[src/sv/lcdseq_pkg.sv]
package lcdseq_pkg;

    // operation codes on the mode field
    localparam logic [2:0] MODE_INIT   = 3'd0;
    localparam logic [2:0] MODE_CLEAR  = 3'd1;
    localparam logic [2:0] MODE_CURSOR = 3'd2;
    localparam logic [2:0] MODE_CHAR   = 3'd3;
    localparam logic [2:0] MODE_FLAG   = 3'd4;

    // flag_select codes
    localparam logic [1:0] FLAG_DISPLAY = 2'd0;
    localparam logic [1:0] FLAG_CURSOR  = 2'd1;
    localparam logic [1:0] FLAG_BLINK   = 2'd2;

    // command bytes and bits
    localparam logic [7:0] CMD_CLEAR     = 8'h01;
    localparam logic [7:0] CMD_SET_DDRAM = 8'h80;
    localparam logic [7:0] ROW1_OFFSET   = 8'h40;
    localparam logic [3:0] CTRL_INIT     = 4'hC;
    localparam logic [3:0] BIT_DISPLAY   = 4'h4;
    localparam logic [3:0] BIT_CURSOR    = 4'h2;
    localparam logic [3:0] BIT_BLINK     = 4'h1;
    localparam logic [7:0] MAX_ROW       = 8'd1;
    localparam logic [7:0] MAX_COL       = 8'd15;

    // waits in microseconds
    localparam logic [15:0] DELAY_NIB     = 16'd50;
    localparam logic [15:0] DELAY_LONG    = 16'd2050;
    localparam logic [15:0] DELAY_POWERUP = 16'd50000;
    localparam logic [15:0] DELAY_WAKE1   = 16'd5050;
    localparam logic [15:0] DELAY_WAKE    = 16'd200;

    // bus writes of the init sequence
    localparam int INIT_WRITES = 13;
    localparam int STEP_W      = $clog2(INIT_WRITES);

    // queue between front and back
    localparam int QUEUE_DEPTH = 2;
    localparam int QPTR_W      = (QUEUE_DEPTH > 1) ? $clog2(QUEUE_DEPTH) : 1;
    localparam int QCNT_W      = $clog2(QUEUE_DEPTH + 1);

    // classified operation, as queued
    typedef struct packed {
        logic       is_init;
        logic       rs;
        logic [7:0] byte_val;
        logic       long_wait;
    } op_t;

    // queue status seen by front and back
    typedef struct packed {
        logic not_empty;
        logic full;
    } q_stat_t;

    // one bus write
    typedef struct packed {
        logic        strobe;
        logic        rs;
        logic [3:0]  nibble;
        logic [15:0] delay;
        logic        last;
    } wr_t;

    function automatic wr_t init_write(input logic [STEP_W-1:0] step);
        wr_t w;
        w.strobe = 1'b1;
        w.rs     = 1'b0;
        w.nibble = 4'h0;
        w.delay  = DELAY_NIB;
        w.last   = 1'b0;
        case (step)
            4'd0:
            begin
                w.strobe = 1'b0;
                w.delay  = DELAY_POWERUP;
            end
            4'd1:
            begin
                w.nibble = 4'h3;
                w.delay  = DELAY_WAKE1;
            end
            4'd2, 4'd3:
            begin
                w.nibble = 4'h3;
                w.delay  = DELAY_WAKE;
            end
            4'd4:
            begin
                w.nibble = 4'h2;
                w.delay  = DELAY_WAKE;
            end
            4'd5:    w.nibble = 4'h2;    // function set 0x28
            4'd6:    w.nibble = 4'h8;
            4'd7:    w.nibble = 4'h0;    // display control 0x0C
            4'd8:    w.nibble = CTRL_INIT;
            4'd9:    w.nibble = 4'h0;    // clear 0x01
            4'd10:
            begin
                w.nibble = 4'h1;
                w.delay  = DELAY_LONG;
            end
            4'd11:   w.nibble = 4'h0;    // entry mode 0x06
            4'd12:
            begin
                w.nibble = 4'h6;
                w.delay  = DELAY_LONG;
                w.last   = 1'b1;
            end
            default:
            begin
                w.nibble = 4'h6;
                w.delay  = DELAY_LONG;
                w.last   = 1'b1;
            end
        endcase
        return w;
    endfunction

endpackage

[src/sv/lcdseq_front.sv]
module lcdseq_front
    import lcdseq_pkg::*;
(
    input  logic       clk,
    input  logic       rst_n,
    input  logic       in_valid,
    output logic       in_ready,
    input  logic [2:0] mode,
    input  logic [7:0] row,
    input  logic [7:0] col,
    input  logic [7:0] char_code,
    input  logic [1:0] flag_select,
    input  logic       flag_value,
    input  q_stat_t    q_stat,
    output logic       push,
    output op_t        push_op
);

    logic [3:0] ctrl_reg;
    logic [3:0] ctrl_next;
    logic [3:0] flag_bit;
    logic [3:0] ctrl_flag;
    logic [7:0] row_c;
    logic [3:0] col_c;
    logic       accept;
    logic       known;

    assign in_ready = !q_stat.full;
    assign accept   = in_valid && in_ready;

    always_comb
    begin
        case (flag_select)
            FLAG_DISPLAY: flag_bit = BIT_DISPLAY;
            FLAG_CURSOR:  flag_bit = BIT_CURSOR;
            FLAG_BLINK:   flag_bit = BIT_BLINK;
            default:      flag_bit = 4'h0;
        endcase
        ctrl_flag = flag_value ? (ctrl_reg | flag_bit) : (ctrl_reg & ~flag_bit);
        row_c = (row > MAX_ROW) ? MAX_ROW : row;
        col_c = (col > MAX_COL) ? MAX_COL[3:0] : col[3:0];
    end

    always_comb
    begin
        push_op.is_init   = 1'b0;
        push_op.rs        = 1'b0;
        push_op.byte_val  = CMD_CLEAR;
        push_op.long_wait = 1'b0;
        known             = 1'b1;
        ctrl_next         = ctrl_reg;
        case (mode)
            MODE_INIT:
            begin
                push_op.is_init = 1'b1;
                ctrl_next       = CTRL_INIT;
            end
            MODE_CLEAR:
            begin
                push_op.long_wait = 1'b1;
            end
            MODE_CURSOR:
            begin
                push_op.byte_val = CMD_SET_DDRAM | (row_c[0] ? ROW1_OFFSET : 8'h00)
                                   | {4'h0, col_c};
            end
            MODE_CHAR:
            begin
                push_op.rs       = 1'b1;
                push_op.byte_val = char_code;
            end
            MODE_FLAG:
            begin
                ctrl_next        = ctrl_flag;
                push_op.byte_val = {4'h0, ctrl_flag};
            end
            default: known = 1'b0;   // unused modes are dropped
        endcase
    end

    assign push = accept && known;

    always_ff @(posedge clk or negedge rst_n)
    begin
        if (!rst_n)
            ctrl_reg <= 4'h0;
        else if (accept)
            ctrl_reg <= ctrl_next;
    end

endmodule

[src/sv/lcdseq_queue.sv]
module lcdseq_queue
    import lcdseq_pkg::*;
(
    input  logic    clk,
    input  logic    rst_n,
    input  logic    push,
    input  op_t     push_op,
    input  logic    pop,
    output op_t     head,
    output q_stat_t q_stat
);

    op_t               mem_reg [QUEUE_DEPTH];
    logic [QPTR_W-1:0] wr_ptr_reg;
    logic [QPTR_W-1:0] wr_ptr_next;
    logic [QPTR_W-1:0] rd_ptr_reg;
    logic [QPTR_W-1:0] rd_ptr_next;
    logic [QCNT_W-1:0] count_reg;
    logic [QCNT_W-1:0] count_next;

    assign head             = mem_reg[rd_ptr_reg];
    assign q_stat.not_empty = (count_reg != '0);
    assign q_stat.full      = (count_reg == QCNT_W'(QUEUE_DEPTH));

    always_comb
    begin
        wr_ptr_next = wr_ptr_reg;
        rd_ptr_next = rd_ptr_reg;
        count_next  = count_reg;
        if (push)
            wr_ptr_next = (wr_ptr_reg == QPTR_W'(QUEUE_DEPTH - 1)) ? '0 : wr_ptr_reg + 1'b1;
        if (pop)
            rd_ptr_next = (rd_ptr_reg == QPTR_W'(QUEUE_DEPTH - 1)) ? '0 : rd_ptr_reg + 1'b1;
        if (push && !pop)
            count_next = count_reg + 1'b1;
        else if (pop && !push)
            count_next = count_reg - 1'b1;
    end

    always_ff @(posedge clk or negedge rst_n)
    begin
        if (!rst_n)
        begin
            wr_ptr_reg <= '0;
            rd_ptr_reg <= '0;
            count_reg  <= '0;
        end
        else
        begin
            wr_ptr_reg <= wr_ptr_next;
            rd_ptr_reg <= rd_ptr_next;
            count_reg  <= count_next;
        end
    end

    always_ff @(posedge clk)
    begin
        if (push)
            mem_reg[wr_ptr_reg] <= push_op;
    end

endmodule

[src/sv/lcdseq_back.sv]
module lcdseq_back
    import lcdseq_pkg::*;
(
    input  logic        clk,
    input  logic        rst_n,
    input  q_stat_t     q_stat,
    input  op_t         head,
    output logic        pop,
    output logic        out_valid,
    input  logic        out_ready,
    output logic        strobe_res,
    output logic        reg_select,
    output logic [3:0]  nibble,
    output logic [15:0] delay_us,
    output logic        last
);

    logic [STEP_W-1:0] step_reg;
    logic [STEP_W-1:0] step_next;
    logic              out_valid_reg;
    logic              out_valid_next;
    wr_t               wr;
    wr_t               wr_reg;
    logic              out_load;

    // next bus write for the operation at the queue head
    always_comb
    begin
        if (head.is_init)
            wr = init_write(step_reg);
        else
        begin
            wr.strobe = 1'b1;
            wr.rs     = head.rs;
            if (!step_reg[0])
            begin
                wr.nibble = head.byte_val[7:4];
                wr.delay  = DELAY_NIB;
                wr.last   = 1'b0;
            end
            else
            begin
                wr.nibble = head.byte_val[3:0];
                wr.delay  = head.long_wait ? DELAY_LONG : DELAY_NIB;
                wr.last   = 1'b1;
            end
        end
    end

    assign out_load       = q_stat.not_empty && (!out_valid_reg || out_ready);
    assign pop            = out_load && wr.last;
    assign step_next      = out_load ? (wr.last ? '0 : step_reg + 1'b1) : step_reg;
    assign out_valid_next = out_load ? 1'b1 : (out_ready ? 1'b0 : out_valid_reg);

    always_ff @(posedge clk or negedge rst_n)
    begin
        if (!rst_n)
        begin
            step_reg      <= '0;
            out_valid_reg <= 1'b0;
        end
        else
        begin
            step_reg      <= step_next;
            out_valid_reg <= out_valid_next;
        end
    end

    always_ff @(posedge clk)
    begin
        if (out_load)
            wr_reg <= wr;
    end

    assign out_valid  = out_valid_reg;
    assign strobe_res = wr_reg.strobe;
    assign reg_select = wr_reg.rs;
    assign nibble     = wr_reg.nibble;
    assign delay_us   = wr_reg.delay;
    assign last       = wr_reg.last;

`ifndef ASSERT_OFF
    a_step_range: assert property (@(posedge clk) disable iff (!rst_n)
        step_reg <= STEP_W'(INIT_WRITES - 1))
        else $error("sequence step out of range");

    a_short_op: assert property (@(posedge clk) disable iff (!rst_n)
        q_stat.not_empty && !head.is_init |-> step_reg <= STEP_W'(1))
        else $error("byte operation beyond two writes");

    a_last_restart: assert property (@(posedge clk) disable iff (!rst_n)
        pop |=> step_reg == '0)
        else $error("step not reset after last write");
`endif

endmodule

[src/sv/char_lcd_nibble_command_sequencer_top.sv]
// Channel   Direction  Handshake             Payload
// input     in         in_valid / in_ready   mode, row, col, char_code, flag_select, flag_value
// output    out        out_valid / out_ready strobe_res, reg_select, nibble, delay_us, last
//
// One bus write leaves per cycle while out_ready is high and the queue
// holds an operation: an operation gives two nibble writes (init 13), each
// loaded into the back end's output register. The front takes an operation
// each cycle while the two-entry queue has room, so it keeps accepting
// during output stalls. Reset clears the queue, the write step, the output
// valid and the kept display control byte (0 until an init or flag operation
// is accepted). Unused modes are accepted and give no writes.
module char_lcd_nibble_command_sequencer_top
    import lcdseq_pkg::*;
(
    input  logic        clk,
    input  logic        rst_n,
    input  logic        in_valid,
    output logic        in_ready,
    input  logic [2:0]  mode,
    input  logic [7:0]  row,
    input  logic [7:0]  col,
    input  logic [7:0]  char_code,
    input  logic [1:0]  flag_select,
    input  logic        flag_value,
    output logic        out_valid,
    input  logic        out_ready,
    output logic        strobe_res,
    output logic        reg_select,
    output logic [3:0]  nibble,
    output logic [15:0] delay_us,
    output logic        last
);

    // front to queue transfer
    logic    push;
    op_t     push_op;
    // queue to back
    logic    pop;
    op_t     head;
    q_stat_t q_stat;

    // front: classifies operations, keeps the display control byte
    lcdseq_front u_front (
        .clk         (clk),
        .rst_n       (rst_n),
        .in_valid    (in_valid),
        .in_ready    (in_ready),
        .mode        (mode),
        .row         (row),
        .col         (col),
        .char_code   (char_code),
        .flag_select (flag_select),
        .flag_value  (flag_value),
        .q_stat      (q_stat),
        .push        (push),
        .push_op     (push_op)
    );

    // short queue decoupling front and back
    lcdseq_queue u_queue (
        .clk     (clk),
        .rst_n   (rst_n),
        .push    (push),
        .push_op (push_op),
        .pop     (pop),
        .head    (head),
        .q_stat  (q_stat)
    );

    // back: steps through the nibble writes of the head operation
    lcdseq_back u_back (
        .clk        (clk),
        .rst_n      (rst_n),
        .q_stat     (q_stat),
        .head       (head),
        .pop        (pop),
        .out_valid  (out_valid),
        .out_ready  (out_ready),
        .strobe_res (strobe_res),
        .reg_select (reg_select),
        .nibble     (nibble),
        .delay_us   (delay_us),
        .last       (last)
    );

endmodule
[config.mk]
export PLATFORM = sky130hd
export DESIGN_NAME = char_lcd_nibble_command_sequencer_top
export DESIGN_NICKNAME = d
export VERILOG_FILES = /design/src/sv/lcdseq_pkg.sv /design/src/sv/lcdseq_front.sv /design/src/sv/lcdseq_queue.sv /design/src/sv/lcdseq_back.sv /design/src/sv/char_lcd_nibble_command_sequencer_top.sv
export SDC_FILE = /design/constraint.sdc
export NUM_CORES = 1
export LEC_CHECK = 0
export ABC_AREA = 1
export BUFFER_PORTS_ARGS = -buffer_cell sky130_fd_sc_hd__buf_2
export CAP_MARGIN = 20
export CORE_UTILIZATION = 50
export DETAILED_ROUTE_END_ITERATION = 7
export PLACE_DENSITY = 0.75
export SLEW_MARGIN = 20
export SYNTH_ARGS = -nofsm -noshare
export SYNTH_HDL_FRONTEND = slang
export SYNTH_SLANG_ARGS = --single-unit
export TNS_END_PERCENT = 5
[constraint.sdc]
create_clock -name clk -period 3.6 [get_ports clk]
set_input_delay 0.18 -clock clk [delete_from_list [all_inputs] [get_ports clk]]
set_output_delay 0.18 -clock clk [all_outputs]
set_load 0.01 [all_outputs]
# [After elaboration in Yosys (flattened, before gate mapping)]
# Memory sizes are Yosys's and may differ from the RTL's.
# Cells that the tools add are included.
# W data, S select, Z words.
[classes] mux=27 n_bitwise=4 n_reduce_logical=26 eq_ne=18 order_cmp=2 addsub=5
[ops] cell="$pmux W16 S4" count=1
[ops] cell="$mux W21" count=2
[ops] cell="$pmux W4 S6" count=1
[ops] cell="$pmux W8 S3" count=1
[ops] cell="$eq A4 B3 Y1 const B" count=4
[ops] cell="$eq A4 B4 Y1 const B" count=4
[ops] cell="$mux W1" count=13
[ops] cell="$mux W12" count=1
[ops] cell="$mux W4" count=3
[ops] cell="$reduce_or A12 Y1" count=1
[ops] cell="$pmux W3 S3" count=1
[ops] cell="$eq A4 B2 Y1 const B" count=2
[ops] cell="$gt A8 B1 Y1 const B" count=1
[ops] cell="$gt A8 B4 Y1 const B" count=1
[ops] cell="$or A8 B4 Y8" count=1
[ops] cell="$pmux W4 S2" count=1
[ops] cell="$reduce_bool A2 Y1" count=4
[ops] cell="$mux W7" count=1
[ops] cell="$eq A3 B2 Y1 const B" count=2
[ops] cell="$logic_and A1 B1 Y1" count=6
[ops] cell="$reduce_or A3 Y1" count=2
[ops] cell="$reduce_or A6 Y1" count=1
[ops] cell="$reduce_or A5 Y1" count=1
[ops] cell="$add A4 B1 Y4 const B" count=1
[ops] cell="20 further kinds" count=26
[word_totals] n_memories=1 mem_bits_rw=22 inputBits=34 output_inout_bits=25 wordCells=94 regBits=36
[memory_table] memory="u_queue.mem_reg" depth=2 word_bits=11 read_ports=1 rd_clocked_by_memory_dff=0 write_ports=1 line="lcdseq_queue.sv:13" source="op_t mem_reg [QUEUE_DEPTH];"

# [Longest topological paths before layout]
# Gate-level depths: netlist (run 1).
[logic_depth] ltp_word=8 mapped_depth=14 ltp_nobuf=14

# [Cells and area by module]
# From an unflattened synthesis (run 1), not the netlist that was laid out.
[hier_totals] cells_unflattened=277 hier_area_um2=2698.8
[modules_own_cells] module="lcdseq_back" area_each_um2=1189.9 instances=1 cells_each=128
[modules_own_cells] module="lcdseq_queue" area_each_um2=1036.0 instances=1 cells_each=59
[modules_own_cells] module="lcdseq_front" area_each_um2=473.0 instances=1 cells_each=90

# [Worst setup path before layout (run 1)]
# No wires, ideal clock.
[synth_timing] path_kind="register to register" from="register u_back.step_reg[0]" to="register u_queue.count_reg[1]" period_less_slack_ns=2.271 slack_ns=1.329 path_buffers=0 arrival_time_ns=2.146 stages_incl_launch_ff=13 setup_time_ns=0.124 path_cell_list="dfrtp_1 clkinv_1 ha_1 nor2_1 nor2_4 nor2_2 nand3_2 nand2_4 nand2_4 ha_1 a21oi_1 o21ai_0 xnor2_1"
[synth_rtl] element="start: declaration" line="lcdseq_back.sv:18" source="logic [STEP_W-1:0] step_reg;"
[synth_rtl] element="start signal: assignment" line="lcdseq_back.sv:64" source="step_reg <= step_next;"
[synth_rtl] element="end signal: assignment" line="lcdseq_queue.sv:52" source="count_reg <= count_next;"
[synth_rtl] element="end: declaration" line="lcdseq_queue.sv:18" source="logic [QCNT_W-1:0] count_reg;"

==> run_results.csv, run 1 <==
group,metric,value,unit
route,drt_pass1_iterations,4,
final_layout,largest_reg_flops,22,
synthesis,yosys_warnings,0,
placed_design,numPortBuffers,54,
global_routing,grt_pass1_wl,7460,um
timing,min_period,2.54,ns
timing,tightest_slew,0.946,ns
clocking,clock_path_buffers,2,
setup_path,critPathCaptureType,"register",
final_layout,final_util,0.616,
clocking,cts_buffers,5,
floorplanning,fp.dieH,73.9,um
route,via_count,1895,
global_routing,grt_max_degree,24,
route,routed_wirelength,4440,um
synthesis,synth.avg_cell_area,9.64,um2
clocking,clk_latency,0.30,ns
floorplanning,die_area,0.00546,mm2
route,viasPerCell,4.83,
synthesis,ys_top_cells_by_count,"nor2_1, nand2_1, edfxtp_1",
synthesis,synth_edf_count,38,
floorplanning,die_w,73.9,um
power_and_ir_drop,power,0.00240,W
timing,tns,0,ns
clocking,cts_sinks,51,
setup_path,required,3.79,ns
timing,rsz0062_at_grt,"no",
synthesis,synth_top_area_frac,0.442,
global_routing,first_global_vias,1755,
setup_path,worstPathArrival,2.73,ns
clocking,root_buffer,"clkbuf_8",
synthesis,synth_async_sr_flop_share,0.255,
clocking,cts_setup_buffers,0,
global_routing,grt_usage,0.184,
route,ant_nets,0,
synthesis,synth.area.top_cells,"edfxtp_1, dfrtp_1, nor2_1",
synthesis,synthCells,268,
global_routing,overflow,0,
synthesis,synth_largest_area_cell,"edfxtp_1",
placed_design,gp_congestion,0.979,
timing,setup_viol,0,
timing,timing.final.crit_share,0.706,
timing,maxSlewViolCount,0,
final_layout,nNetsFinal,363,
timing,hold_violations,0,
synthesis,syn_area,0.00258,mm2
synthesis,yosys.cell_count.top_type,"nor2_1",
floorplanning,core_area,0.00485,mm2
placed_design,dpl.hpwl,3530,um
setup_path,path_class,"register to register",
floorplanning,initial_core_util,0.533,
worst_hold_path,holdCritPathClass,"input port to register",
synthesis,synth-seq-cells,51,
final_layout,syn_to_final_growth,15.5,%
setup_path,r2r_setup_slack,1.06,ns
synthesis,synth-main-ff-cell,"edfxtp_1",
final_layout,layout-drive-gt1-share,0.262,
synthesis,synth.distinct_cells,37,
setup_path,critPathMaxFanout,9,
clocking,h-tree-depth,2,
power_and_ir_drop,power.density,805,mW/mm2
timing,fmax,394,MHz
floorplanning,io_pins,59,
final_layout,antenna_cells,0,
clocking,clkTransAtPathRegs,0.08,ns
status,status,"finished clean",
timing,slew_headroom,0.367,
setup_path,worst_setup_path_start_kind,"register",
power_and_ir_drop,cellLeakagePower,1.34,nW
floorplanning,num_rows,25,
global_routing,antenna_found_initial,0,
flow_run,drv_cap,0,
synthesis,ys_seq_area_frac,0.568,
timing,clock-skew-final,0.0101,ns
route,drc,0,
route,drtIter0Drc,102,
power_and_ir_drop,ir_drop,0.368,mV
route,wire_per_inst,11.3,um
clocking,cts_tree,"built",
cells in the final DEF (no fill, tap or decap), types with 4 or more instances in the layout:
master	n
inv_2	6
o22ai_1	4
a21oi_1	5
nor2_1	45
dfrtp_1	13
edfxtp_1	38
nand2_1	41
nand3_1	10
clkbuf_8	6
inv_1	31
o21ai_0	24
conb_1	4
buf_2	54
ha_1	5
cells by family (layout without fill, tap and decap cells):
family / count (synthesis) / in the layout / synth area share
xor+xnor: 4 / 4 / 0.0136
buf+inv: 49 / 103 / 0.0886
flops: 51 / 51 / 0.568
compound gates: 44 / 44 / 0.102
simple gates: 114 / 114 / 0.202
other cells: 1 / 4 / 0.00145
fa+ha+maj: 5 / 5 / 0.0242
routing by layer:
| metal | routed length (um) | track usage |
|---|---|---|
| met2 | 2200 | 0.323 |
| met4 | 99 | 0.0812 |
| met1 | 1890 | 0.214 |
| met5 | 0 | 0 |
| met3 | 243 | 0.0439 |
report_power, final:
| group | switching (W) | total [W] | leakage (nW) | internal (W) |
|---|---|---|---|---|
| combinational | 0.000674 | 0.00108 | 0.770 | 0.000404 |
| sequential | 0.000105 | 0.000997 | 0.520 | 0.000891 |
| clock | 0.000173 | 0.000328 | 0.0482 | 0.000155 |
| total | 0.000953 | 0.00240 | 1.34 | 0.00145 |
stage by stage:
stage / setup WS, ns / area (um2) / hold slack (ns) / cells
after floorplan: 1.33 / 2590 / -0.116 / 271
after global placement: 1.18 / 2880 / 0.0890 / 383
after detailed placement: 1.06 / 2880 / 0.0856 / 383
after CTS: 1.04 / 2990 / 0.113 / 392
after global routing: 0.782 / 2990 / 0.168 / 392
final: 1.06 / 2990 / 0.120 / 392
layout make-up:
class                      instances  area (um2)
multi-input combinational        171         900
tap                               67        83.8
fill                             385        1860
timing repair buffer              55         280
clock inverter                     1        5.00
sequential                        51        1470
inverter                          40         164
clock buffer                       7        86.3
critical path, stage by stage (launching register included):
cell	delay, ns
dfrtp_1	0.48
clkinv_1	0.26
ha_1	0.32
nor2_1	0.20
nor2_4	0.08
nor2_2	0.12
nand3_2	0.12
nand2_4	0.11
nand2_4	0.06
ha_1	0.30
a21oi_1	0.11
o21ai_0	0.13
xnor2_1	0.14
path summary, 6_finish.rpt:
path	cells past startpoint	startpoint	endpoint
max	12	u_back.step_reg[0]	u_queue.count_reg[1]
min	4	out_ready	u_back.out_valid
max reg2reg	12	u_back.step_reg[0]	u_queue.count_reg[1]
min reg2reg	2	u_front.ctrl_reg[3]	u_front.ctrl_reg[3]
max in group asynchronous	2	rst_n	u_back.step_reg[2]
min in group asynchronous	2	rst_n	u_front.ctrl_reg[0]
what timing repair did:
| item | CTS | global route |
|---|---|---|
| hold endpoints to repair | 13 | 0 |
| hold buffers | 1 | 0 |
| gates resized for setup | 0 | 0 |
Power figures use the tool's default switching activity.
==> inputs of run 2 (changes only) <==
Clock period 3.6 ns to 2.4 ns, I/O delays scaled along.
==> run 2 against run 1 <==
Against the previous run: sequential power is 46% higher; utilization rose by 2.4 points; clock-buffer cell count fell by 2; largest cell class unchanged.
==> run_results.csv, run 2 (same netlist as run 1, synthesis figures left out) <==
group,metric,value,unit
setup_path,r2r_setup_slack,0.13,ns
setup_path,critPathCaptureType,"register",
clocking,cts_buffers,5,
clocking,cts_tree,"built",
power_and_ir_drop,cellLeakagePower,1.40,nW
clocking,root_buffer,"clkbuf_8",
clocking,cts_sinks,51,
global_routing,met1_usage,0.219,
global_routing,grt_busiest_layer,"met2",
final_layout,largest_reg_flops,22,
global_routing,use_met3,0.0439,
placed_design,post-place-cells,388,
global_routing,antenna_found_initial,0,
timing,maxSlewViolCount,0,
timing,timing.final.crit_share,0.946,
global_routing,overflow,0,
floorplanning,core_area,0.00485,mm2
clocking,h-tree-depth,2,
global_routing,met2_usage,0.324,
timing,setup_viol,0,
power_and_ir_drop,power.density,1260,mW/mm2
final_layout,stdcell_count,403,
setup_path,path_class,"register to register",
worst_hold_path,holdCritPathClass,"input port to register",
global_routing,grt_pass1_wl,7420,um
setup_path,worst_setup_path_start_kind,"register",
floorplanning,initial_core_util,0.533,
route,drtIter0Drc,142,
floorplanning,die_w,73.9,um
global_routing,grt_usage,0.183,
setup_path,worstPathArrival,2.47,ns
final_layout,layout-drive-gt1-share,0.298,
placed_design,numPortBuffers,54,
route,routed_wirelength,4550,um
final_layout,antenna_cells,0,
placed_design,gp_congestion,0.903,
floorplanning,fp.dieH,73.9,um
final_layout,nNetsFinal,374,
floorplanning,io_pins,59,
final_layout,final_cell_mix,"buf_2, nor2_1, nand2_1, edfxtp_1, inv_1",
power_and_ir_drop,ir_drop,0.511,mV
route,via_count,1977,
placed_design,dpl.hpwl,3430,um
setup_path,rr_worst_depth,12,
clocking,clock_path_buffers,2,
power_and_ir_drop,power,0.00390,W
floorplanning,num_rows,25,
final_layout,final_common_cell,"buf_2",
route,ant_nets,0,
global_routing,first_global_vias,1726,
clocking,clkTransAtPathRegs,0.09,ns
timing,min_period,2.27,ns
global_routing,grt_max_degree,24,
timing,clock-skew-final,0.00603,ns
route,drt_pass1_iterations,6,
route,drc,0,
setup_path,crit_start,"u_back.step_reg[0]",
timing,fmax,440,MHz
status,status,"finished clean",
route,wire_per_inst,11.3,um
route,viasPerCell,4.91,
final_layout,syn_to_final_growth,20.0,%
clocking,clk_latency,0.30,ns
setup_path,reg2reg_to,"u_queue.count_reg[1]",
setup_path,r2r_start,"u_back.step_reg[0]",
setup_path,required,2.60,ns
floorplanning,die_area,0.00546,mm2
flow_run,drv_cap,0,
final_layout,fillCellCount,381,
timing,hold_violations,0,
setup_path,critPathMaxFanout,5,
setup_path,endpoint,"u_queue.count_reg[1]",
## run 2: worst min path at each step
stage	start	endpoint	cells after the start
floorplan	rst_n	u_back.out_valid	0
global placement	rst_n	u_front.ctrl_reg[1]	1
detailed placement	rst_n	u_front.ctrl_reg[1]	1
CTS	out_ready	u_back.out_valid	4
global route	out_ready	u_back.out_valid	4
finish	out_ready	u_back.out_valid	4
## run 2: cell type report
class / instances / area (um2) / share of cell area
clock inverter: 3 / 47.5 / 0.0153
clock buffer: 5 / 68.8 / 0.0222
inverter: 40 / 164 / 0.0529
tap: 67 / 83.8 / 0.0270
timing repair buffer: 66 / 363 / 0.117
sequential: 51 / 1470 / 0.473
multi-input combinational: 171 / 906 / 0.292
## run 2: power breakdown
group	leakage (nW)	switching [W]	total (W)	internal, W
clock	0.0587	0.000288	0.000604	0.000316
sequential	0.519	0.000127	0.00146	0.00134
combinational	0.825	0.00110	0.00184	0.000738
## run 2: worst max-delay path, cell delays in order, from the launching register on
cell and delay (ns):
dfrtp_2 0.45, buf_4 0.14, ha_1 0.24, nor2_1 0.19, a21oi_4 0.11, nor2_2 0.11, nand3_2 0.11, nand2_4 0.13
nand2_4 0.05, ha_1 0.31, a21oi_2 0.11, o21ai_1 0.08, xnor2_1 0.12
## run 2: timing repair
item	4_1_cts	5_1_grt
endpoints found under the hold margin	13	0
setup buffers	0	6
cloned	0	0
hold buffers	1	0
setup endpoints to repair	1	1
pin swaps	0	1
resized for setup	1	3
## run 2: routing by layer
metal | vias up | part of all wire | routed length (um)
li1 | 1010 | - | -
met4 | 0 | 0.016 | 72
met1 | 889 | 0.42 | 1920
met2 | 70 | 0.51 | 2330
met5 | - | 0 | 0
met3 | 8 | 0.049 | 223
## run 2: per-stage QoR
stage | hold WS (ns) | cell area, um2 | TNS [ns] | setup WS [ns] | util
after CTS | 0.0574 | 3050 | 0 | 0.0506 | 0.629
after floorplan | -0.176 | 2590 | 0 | 0.129 | -
final | 0.0625 | 3100 | 0 | 0.129 | 0.639
after global placement | 0.0203 | 2920 | 0 | 0.0773 | 0.603
after global routing | 0.0971 | 3100 | -0.00922 | -0.00922 | 0.639
after detailed placement | 0.0274 | 2920 | -0.0335 | -0.0335 | 0.603
==> inputs of run 3 (changes only) <==
Settings changed: PLACE_DENSITY 0.75 to 0.86.
Clock period 2.4 ns to 2.3 ns, I/O delays scaled along.
==> run 3 against run 2 <==
Against the previous run: final area about the same; die area unchanged; sequential power increased by 4%; global-route usage increased by 0.52 points; setup slack improved by 0.053 ns; combinational power increased by 5%; fmax increased by 7.2%; via count increased by 0.86%; clock power about the same; register-to-register slack improved by 0.05 ns; first-iteration DRC count decreased by 35%; power increased by 4.1%; largest cell class unchanged; highest routed layer unchanged.
==> run_results.csv, run 3 (same netlist as run 1, synthesis figures left out) <==
group,metric,value,unit
floorplanning,num_rows,25,
setup_path,worstPathArrival,2.31,ns
setup_path,required,2.49,ns
clocking,cts_buffers,5,
setup_path,worst_setup_path_start_kind,"register",
timing,maxSlewViolCount,0,
setup_path,critPathCaptureType,"register",
final_layout,final_common_cell,"buf_2",
route,via_count,1994,
setup_path,critical-path-top-delay-family,"simple AND/OR/NAND/NOR gates",
final_layout,syn_to_final_growth,20.0,%
placed_design,gp_congestion,0.913,
final_layout,largest_reg_flops,22,
route,routed_wirelength,4740,um
global_routing,grt_busiest_layer,"met2",
route,drt_pass1_iterations,4,
timing,hold_violations,0,
flow_run,drv_cap,0,
global_routing,antenna_found_initial,0,
floorplanning,core_area,0.00485,mm2
clocking,h-tree-depth,2,
worst_hold_path,holdCritPathClass,"input port to register",
floorplanning,io_pins,59,
power_and_ir_drop,cellLeakagePower,1.39,nW
placed_design,numPortBuffers,54,
global_routing,grt_pass1_wl,7540,um
setup_path,path_buf_inv,1,
route,ant_nets,0,
global_routing,grt_max_degree,24,
setup_path,path_cells,"buf_4, ha_1, nor2_2, a21oi_4, nor2_2, nand3_2, nand2_4, nand2_4, ha_4, a21oi_1, o21ai_1, xnor2_1",
timing,timing.final.crit_share,0.921,
timing,clock-skew-final,0.00761,ns
final_layout,stdcell_count,401,
power_and_ir_drop,power.density,1310,mW/mm2
global_routing,met2_usage,0.356,
timing,min_period,2.12,ns
status,status,"finished clean",
global_routing,overflow,0,
floorplanning,fp.dieH,73.9,um
global_routing,first_global_vias,1777,
clocking,clock_path_buffers,2,
floorplanning,initial_core_util,0.533,
route,drtIter0Drc,92,
clocking,cts_tree,"built",
setup_path,slowest_delay,0.40,ns
setup_path,path_class,"register to register",
clocking,root_buffer,"clkbuf_8",
timing,setup_viol,0,
clocking,clkTransAtPathRegs,0.09,ns
final_layout,final_cell_mix,"buf_2, nor2_1, nand2_1, edfxtp_1, inv_1",
final_layout,antenna_cells,0,
final_layout,nNetsFinal,372,
global_routing,grt_usage,0.188,
final_layout,layout-drive-gt1-share,0.302,
placed_design,dpl.hpwl,3530,um
floorplanning,die_area,0.00546,mm2
setup_path,crit_slowest_cell,"dfrtp_1",
clocking,cts_sinks,51,
timing,tns,0,ns
clocking,clk_latency,0.30,ns
timing,rsz0062_at_grt,"no",
setup_path,critPathMaxFanout,5,
floorplanning,die_w,73.9,um
route,viasPerCell,4.97,
placed_design,post-place-cells,389,
timing,fmax,472,MHz
route,drc,0,
route,wire_per_inst,11.8,um
global_routing,met1_usage,0.201,
global_routing,use_met3,0.0453,
power_and_ir_drop,ir_drop,0.762,mV
run 3: metrics by stage:
stage	util	hold WS (ns)	total power (W)	worst slack, ns	area (um2)
final	0.639	0.0736	0.00407	0.182	3100
after global routing	0.639	0.113	0.00438	0.0513	3100
after CTS	0.631	0.0693	0.00397	0.0616	3060
after detailed placement	0.604	0.0248	0.00335	-0.0529	2930
after global placement	0.604	0.0140	0.00329	0.0776	2930
after floorplan	-	-0.181	0.00286	0.0293	2590
run 3: tightest hold or removal path, cell delays in order:
cell and delay (ns):
buf_2 0.08, nor2_1 0.04, inv_1 0.06, nand2_1 0.05
run 3: final cells by class:
type	count	area [um2]
sequential	51	1470
clock inverter	3	43.8
multi-input combinational	171	925
fill	363	1750
timing repair buffer	64	348
inverter	40	164
tap	67	83.8
clock buffer	5	68.8
run 3: timing repair:
| item | CTS | global route |
|---|---|---|
| pin swaps | 0 | 2 |
| endpoints found under the hold margin | 13 | 0 |
| resized for setup | 0 | 7 |
| hold buffers | 1 | 0 |
| buffers inserted | 1 | 2 |
| setup endpoints to repair | 1 | 1 |
run 3: metal layers:
metal / part of all wire / vias to the layer above
met2: 0.53 / 76
li1: - / 1004
met1: 0.40 / 904
met5: 0 / -
met3: 0.051 / 10
met4: 0.017 / 0
run 3: power by group:
| group | leakage, nW | switching (W) | internal, W | total, W |
|---|---|---|---|---|
| Sequential | 0.520 | 0.000131 | 0.00139 | 0.00152 |
| Clock | 0.0581 | 0.000283 | 0.000324 | 0.000607 |
| Combinational | 0.811 | 0.00117 | 0.000761 | 0.00193 |
| Total | 1.39 | 0.00159 | 0.00248 | 0.00407 |
run 3: path summary, 6_finish.rpt:
check                                    start                   end  cells after the start  slack, ns
max reg2reg                 u_back.step_reg[0]  u_queue.count_reg[1]                     12       0.18
max                         u_back.step_reg[0]  u_queue.count_reg[1]                     12       0.18
min reg2reg                u_front.ctrl_reg[3]   u_front.ctrl_reg[3]                      2       0.48
min in group asynchronous                rst_n   u_front.ctrl_reg[0]                      2       0.23
min                                  out_ready      u_back.out_valid                      4       0.07
max in group asynchronous                rst_n   u_front.ctrl_reg[3]                      2       1.84
